$ cat src/design/heightmap_grid_mesh_assert.svh
// ----------------------------------------------------------------------------
// heightmap_grid_mesh assertion macros
// Shared property forms for the grid mesh checks.
// ----------------------------------------------------------------------------
`ifndef HEIGHTMAP_GRID_MESH_ASSERT_SVH
`define HEIGHTMAP_GRID_MESH_ASSERT_SVH

// same-cycle implication
`define HGM_ASSERT_SAME(lbl, clk, rst, ante, cons, msg) \
   lbl: assert property (@(posedge clk) disable iff (rst) (ante) |-> (cons)) \
      else $error(msg);

// next-cycle implication
`define HGM_ASSERT_NEXT(lbl, clk, rst, ante, cons, msg) \
   lbl: assert property (@(posedge clk) disable iff (rst) (ante) |=> (cons)) \
      else $error(msg);

`endif

$ cat src/design/hgm_pkg.sv
// ----------------------------------------------------------------------------
// hgm_pkg
// Types and register codes of the heightmap grid mesh block.
// ----------------------------------------------------------------------------
package hgm_pkg;

   localparam int CSR_IDX_W  = 3;
   localparam int CSR_DATA_W = 32;
   localparam int COORD_W    = 32;

   localparam logic [CSR_IDX_W-1:0] REG_LINE_LENGTH = 3'd0;
   localparam logic [CSR_IDX_W-1:0] REG_LINE_COUNT  = 3'd1;
   localparam logic [CSR_IDX_W-1:0] REG_X_START     = 3'd2;
   localparam logic [CSR_IDX_W-1:0] REG_X_STEP      = 3'd3;
   localparam logic [CSR_IDX_W-1:0] REG_Y_START     = 3'd4;
   localparam logic [CSR_IDX_W-1:0] REG_Y_STEP      = 3'd5;

   typedef struct packed {
      logic              hole;
      logic [COORD_W-1:0] height;
   } hgm_sample_type;

   // x_lstart / y_lstart are start - step, base of the left / upper vertex
   typedef struct packed {
      logic [10:0]        line_length;
      logic [15:0]        line_count;
      logic [COORD_W-1:0] x_start;
      logic [COORD_W-1:0] x_lstart;
      logic [COORD_W-1:0] y_start;
      logic [COORD_W-1:0] y_lstart;
   } hgm_cfg_type;

   typedef struct packed {
      logic [COORD_W-1:0] xh;
      logic [COORD_W-1:0] xl;
      logic [COORD_W-1:0] yh;
      logic [COORD_W-1:0] yu;
      logic [COORD_W-1:0] zh;
      logic [COORD_W-1:0] zl;
      logic [COORD_W-1:0] zu;
      logic [COORD_W-1:0] zul;
   } hgm_tri_type;

endpackage

$ cat src/design/hgm_csr.sv
// ----------------------------------------------------------------------------
// hgm_csr
// Configuration registers; keeps start - step precomputed per axis.
// ----------------------------------------------------------------------------
module hgm_csr
   import hgm_pkg::*;
(
   input  logic                  clock,
   input  logic                  reset,
   input  logic                  csr_we,
   input  logic [CSR_IDX_W-1:0]  csr_index,
   input  logic [CSR_DATA_W-1:0] csr_wdata,
   output hgm_cfg_type           cfg
);

   hgm_cfg_type        cfg_ff, cfg_in;
   logic [COORD_W-1:0] x_step_ff, x_step_in;
   logic [COORD_W-1:0] y_step_ff, y_step_in;

   always_comb begin
      cfg_in    = cfg_ff;
      x_step_in = x_step_ff;
      y_step_in = y_step_ff;
      if (csr_we) begin
         unique case (csr_index)
            REG_LINE_LENGTH: cfg_in.line_length = csr_wdata[10:0];
            REG_LINE_COUNT:  cfg_in.line_count  = csr_wdata[15:0];
            REG_X_START: begin
               cfg_in.x_start  = csr_wdata;
               cfg_in.x_lstart = csr_wdata - x_step_ff;
            end
            REG_X_STEP: begin
               x_step_in       = csr_wdata;
               cfg_in.x_lstart = cfg_ff.x_start - csr_wdata;
            end
            REG_Y_START: begin
               cfg_in.y_start  = csr_wdata;
               cfg_in.y_lstart = csr_wdata - y_step_ff;
            end
            REG_Y_STEP: begin
               y_step_in       = csr_wdata;
               cfg_in.y_lstart = cfg_ff.y_start - csr_wdata;
            end
            default: ;
         endcase
      end
   end

   always_ff @(posedge clock) begin
      if (reset) begin
         cfg_ff.line_length <= 11'd1024;
         cfg_ff.line_count  <= 16'd1024;
         cfg_ff.x_start     <= '0;
         cfg_ff.x_lstart    <= -32'sd65536;
         cfg_ff.y_start     <= '0;
         cfg_ff.y_lstart    <= -32'sd65536;
         x_step_ff          <= 32'd65536;
         y_step_ff          <= 32'd65536;
      end else begin
         cfg_ff    <= cfg_in;
         x_step_ff <= x_step_in;
         y_step_ff <= y_step_in;
      end
   end

   assign cfg = cfg_ff;

endmodule

$ cat config.mk
export PLATFORM = sky130hd
export DESIGN_NAME = hgm_csr
export DESIGN_NICKNAME = d
export VERILOG_FILES = /design/src/design/heightmap_grid_mesh_assert.svh /design/src/design/hgm_pkg.sv /design/src/design/hgm_csr.sv
export SDC_FILE = /design/constraint.sdc
export NUM_CORES = 1
export LEC_CHECK = 0
export BUFFER_PORTS_ARGS = -buffer_cell sky130_fd_sc_hd__buf_2
export CORE_MARGIN = 2
export CORE_UTILIZATION = 64
export DETAILED_ROUTE_END_ITERATION = 12
export PLACE_DENSITY = 0.95
export SLEW_MARGIN = 20
export SYNTH_ARGS = -nofsm -noshare
export SYNTH_HDL_FRONTEND = slang
export SYNTH_SLANG_ARGS = --single-unit
$ cat constraint.sdc
create_clock -name clock -period 9 [get_ports clock]
set_input_delay 2.7 -clock clock [delete_from_list [all_inputs] [get_ports clock]]
set_output_delay 2.7 -clock clock [all_outputs]
set_load 0.03 [all_outputs]
# After elaboration in Yosys (flattened, before gate mapping)
# Index checks and enable logic that the tools add are counted.
# word_totals
output_inout_bits	155
register_bits	219
word_cells	30
inputBits	38
# op_classes
eq_ne	5
n_mux	2
n_reduce_logical	11
addsub	4
# op_table
cell	count
$pmux 32 s2	2
$sub 32x32->32	4
$reduce_and 2->1	8
$eq 3x2->1 const B	2
$eq 3x3->1 const B	2
$reduce_bool 2->1	2
$eq 3x1->1 const B	1
$logic_not 3->1	1

# Logic depth before layout (Yosys ltp)
# logic_depth
ltp_word	3
ltp_mapped	14
ltp_nobuf	14

# Least setup slack after synthesis
# Ideal clock, no wire load.
# synth_timing
path_kind	input port to flip-flop
startpoint	input port csr_wdata[0]
endpoint	register cfg_ff (netlist bit cfg[92])
arrival_time_ns	5.185
setup_time_ns	0.130
t_required_ns	8.870
slack_ns	3.685
n_path_buf	0
stages	14
cell_sequence	inv_1 > ha_1 > fa_1 > nand2b_1 > a21oi_1 > o41a_1 > o21ai_0 > a211oi_1 > nor2_1 > o21bai_1 > nand4_1 > mux2i_1 > a2111oi_0 > a21oi_1
# synth_via
elab_chain_cells	2
word_cells_on_any_way	3
cone_classes	2 x add/sub; 1 x mux
# synth_lines
item	line_no	source
start: declaration	hgm_csr.sv:12	input logic [CSR_DATA_W-1:0] csr_wdata,
$sub 32x32->32, on equally long branches	hgm_csr.sv:34, hgm_csr.sv:30	
$pmux 32 s2 *	hgm_csr.sv:25	unique case (csr_index)
end signal: assignment	hgm_csr.sv:60	cfg_ff <= cfg_in;
end: declaration	hgm_csr.sv:16	hgm_cfg_type cfg_ff, cfg_in;
# Mark *: on every way between the ends. The rest lies on a longest branch, timed or not.
# A chain may end at the register's enable or synchronous reset.

# Worst setup path after layout
# layout_timing
startpoint	input port csr_wdata[1]
endpoint	register cfg_ff (netlist bit cfg[95])
# The elaborated chain is that of the path after synthesis.

==> flow_summary.toml <==
[run_status]
run_status = "finished, final reports clean"

[finish]
nNetsFinal = 2259
most-common-layout-cells = "nand2_1 (415), a21oi_1 (269), dfxtp_1 (219)"
final_common_cell = "nand2_1"
syn_to_final_growth_pct = 13.1
drive_gt1_share_pct = 12.9
multi_input_area_um2 = 9260
ff_latch_area_um2 = 4380
fillerInstances = 1689

[hold_path]
hold_path_class = "flop to flop"
whs_path_depth = 2

[clocking]
cts_htree_levels = 1
cts_buffer_depth = 3
postCtsResizedCells = 0
clkTransAtPathRegs_ns = 0.06
numClockSinks = 219
root_buffer = "clkbuf_16"
post-cts-setup-buffer-count = 0
cts_tree = "done"
numCtsBuffers = 25
postCtsHoldBufs = 0
insertion_delay_ns = 0.55

[critical_path]
slowest_stage = "a22oi_2"
cp_max_fo = 11
cp.arrival_ns = 6.02
cpPeakStageDelay_ns = 0.43
cp_num_cells = 14
end_kind = "flop"
cp_common_cell = "a31oi_1"
path_buf_inv = 2
cp_top_family = "compound AO/OA/AOI/OAI gates"
r2r_cells = 13
critPathKind = "primary input to flop"
cp-start-kind = "primary input"
cp.required_ns = 9.45
path_cells = "buf_2 > inv_1 > ha_1 > nand2b_1 > a21oi_1 > o31a_1 > a31oi_1 > a22oi_2 > a31oi_1 > o41a_1 > xnor2_1 > mux2i_1 > nor4_1 > a211oi_1"

[job]
drv_cap = 0

[global_route]
grt_max_degree = 97
grt_pass1_wl_um = 71800
antenna_found_initial = 3
grt-ovfl-total = 0
grtUsageTotal_pct = 36.9
grt_pass1_vias = 14224

[power_and_ir_drop]
p_total_uw = 2480
p_sw_share_pct = 30.3
clock_power_share_pct = 40.2
p_int_uw = 1730
power.density_nw_per_um2 = 152
power.switching_uw = 752
vdd_drop_max_mv = 0.143
p_comb_share_pct = 19.1
seqPwrFrac_pct = 40.7
p_leak_uw = 0.00704

[synth]
synth_ff_type = "dfxtp_1"
synth-edff-count = 0
syn_avg_cell_area_um2 = 7.39
syn_nets = 2118
synthArstFlopShare_pct = 0
synth_area_um2 = 14400
netlist_instances = 1952
ys_ff_latch = 219
ys_seq_area_share_pct = 30.4
yosysWarnings = 0
synth_cell_type_count = 74

[detailed_routing]
detail_route.vias_per_cell = 6.33
route.detailed.drc = 0
routedWlPerCell_um = 19.1
drtIter0Drc = 1646
firstDrtPassIters = 6
routed-via-count = 15125
ant_nets = 0
wl_um = 45600

[floorplan]
ios = 193
die_x_um = 154
die_y_um = 154
core_area_um2 = 22000
die_area_um2 = 23700
start_util_pct = 65.7
rows = 54

[placement]
gp_congestion = 1.01
dp_hpwl_um = 32600
portBuffers = 192

[timing]
tns_ns = 0
skew_ns = 0.0212
finalCritPeriodShare_pct = 61.8
relSlewSlack_pct = 25.7
final.min_clock_period_ns = 5.57
worst_pin_slew_ns = 1.11
slew_viol_final = 0
hold_viol_final = 0
max_freq_mhz = 180
grt_setup_unrepaired = "no"
setup_viol = 0
## cell usage after synthesis, drive strengths merged (23+ instances only)
library cell	instances	share of area [%]
ha	124	11
nand3	33	1.1
o21ai	97	3.4
a21oi	270	9.4
nor3	23	0.80
xnor2	61	3.7
nand2	415	11
nor2	103	2.7
a21o	71	3.7
dfxtp	219	30
inv	116	3.0
xor2	31	1.9
clkbuf	90	2.4
nand2b	28	1.2
a31oi	25	1.1
a211oi	26	1.4
## routing by layer
layer  vias to the layer above  track usage [%]  wire (um)
li1                       7074                -          -
met1                      6920             50.5      18200
met2                       979             58.3      20100
met3                       150             4.82       5280
met4                         2             17.0       2040
met5                         -                0         11
## power groups by stage
stage	logic, uW	clock network (uW)	registers, uW
final	474	999	1010
after global routing	510	1040	1010
after CTS	460	1000	1010
after detailed placement	455	0	1030
after global placement	443	0	1030
after floorplan	281	0	1070
## logic make-up after synthesis
group | synth area share, %
multiplexers | 0.564
flip-flops | 30.4
adder cells (fa/ha/maj) | 11.3
buffers and inverters | 5.48
AND/OR/NAND/NOR | 20.4
XOR/XNOR | 5.59
AO/OA/AOI/OAI | 26.3
## sequential cells by signal, indices dropped and copies added, names as in the netlist
signal / cells
cfg: 155
y_step_ff: 32
x_step_ff: 32
## worst min-delay path, stage by stage (launching register included)
cell     delay [ns]
dfxtp_1        0.30
nand2_1        0.05
a21oi_1        0.05
## metrics by stage
| step | hold slack [ns] | setup slack, ns | instances | cell area, um2 | utilization, % |
|---|---|---|---|---|---|
| CTS | 0.450 | 3.54 | 2389 | 16300 | 74.3 |
| finish | 0.445 | 3.43 | 2391 | 16300 | 74.3 |
| floorplan | 0.436 | 3.68 | 1952 | 14400 | - |
| global route | 0.470 | 3.19 | 2391 | 16300 | 74.3 |
| detailed placement | 0.443 | 2.99 | 2346 | 15500 | 70.6 |
| global placement | 0.435 | 2.97 | 2346 | 15500 | 70.6 |
## cell type report
class	instances	area share (%)
diodes	2	0.0307
clock buffers	35	4.31
clock inverters	8	0.545
inverters	116	2.67
multi-input cells	1523	56.7
flip-flops and latches	219	26.9
well taps	280	2.15
repair buffers	208	6.67
## final timing paths
check,startpoint,slack [ns],end
max,csr_wdata[1],3.43,cfg[95]
min,cfg[65],0.45,cfg[65]
max reg2reg,y_step_ff[0],5.62,cfg[30]
min reg2reg,cfg[65],0.45,cfg[65]
Note: power is estimated with default switching activity, not from simulation.
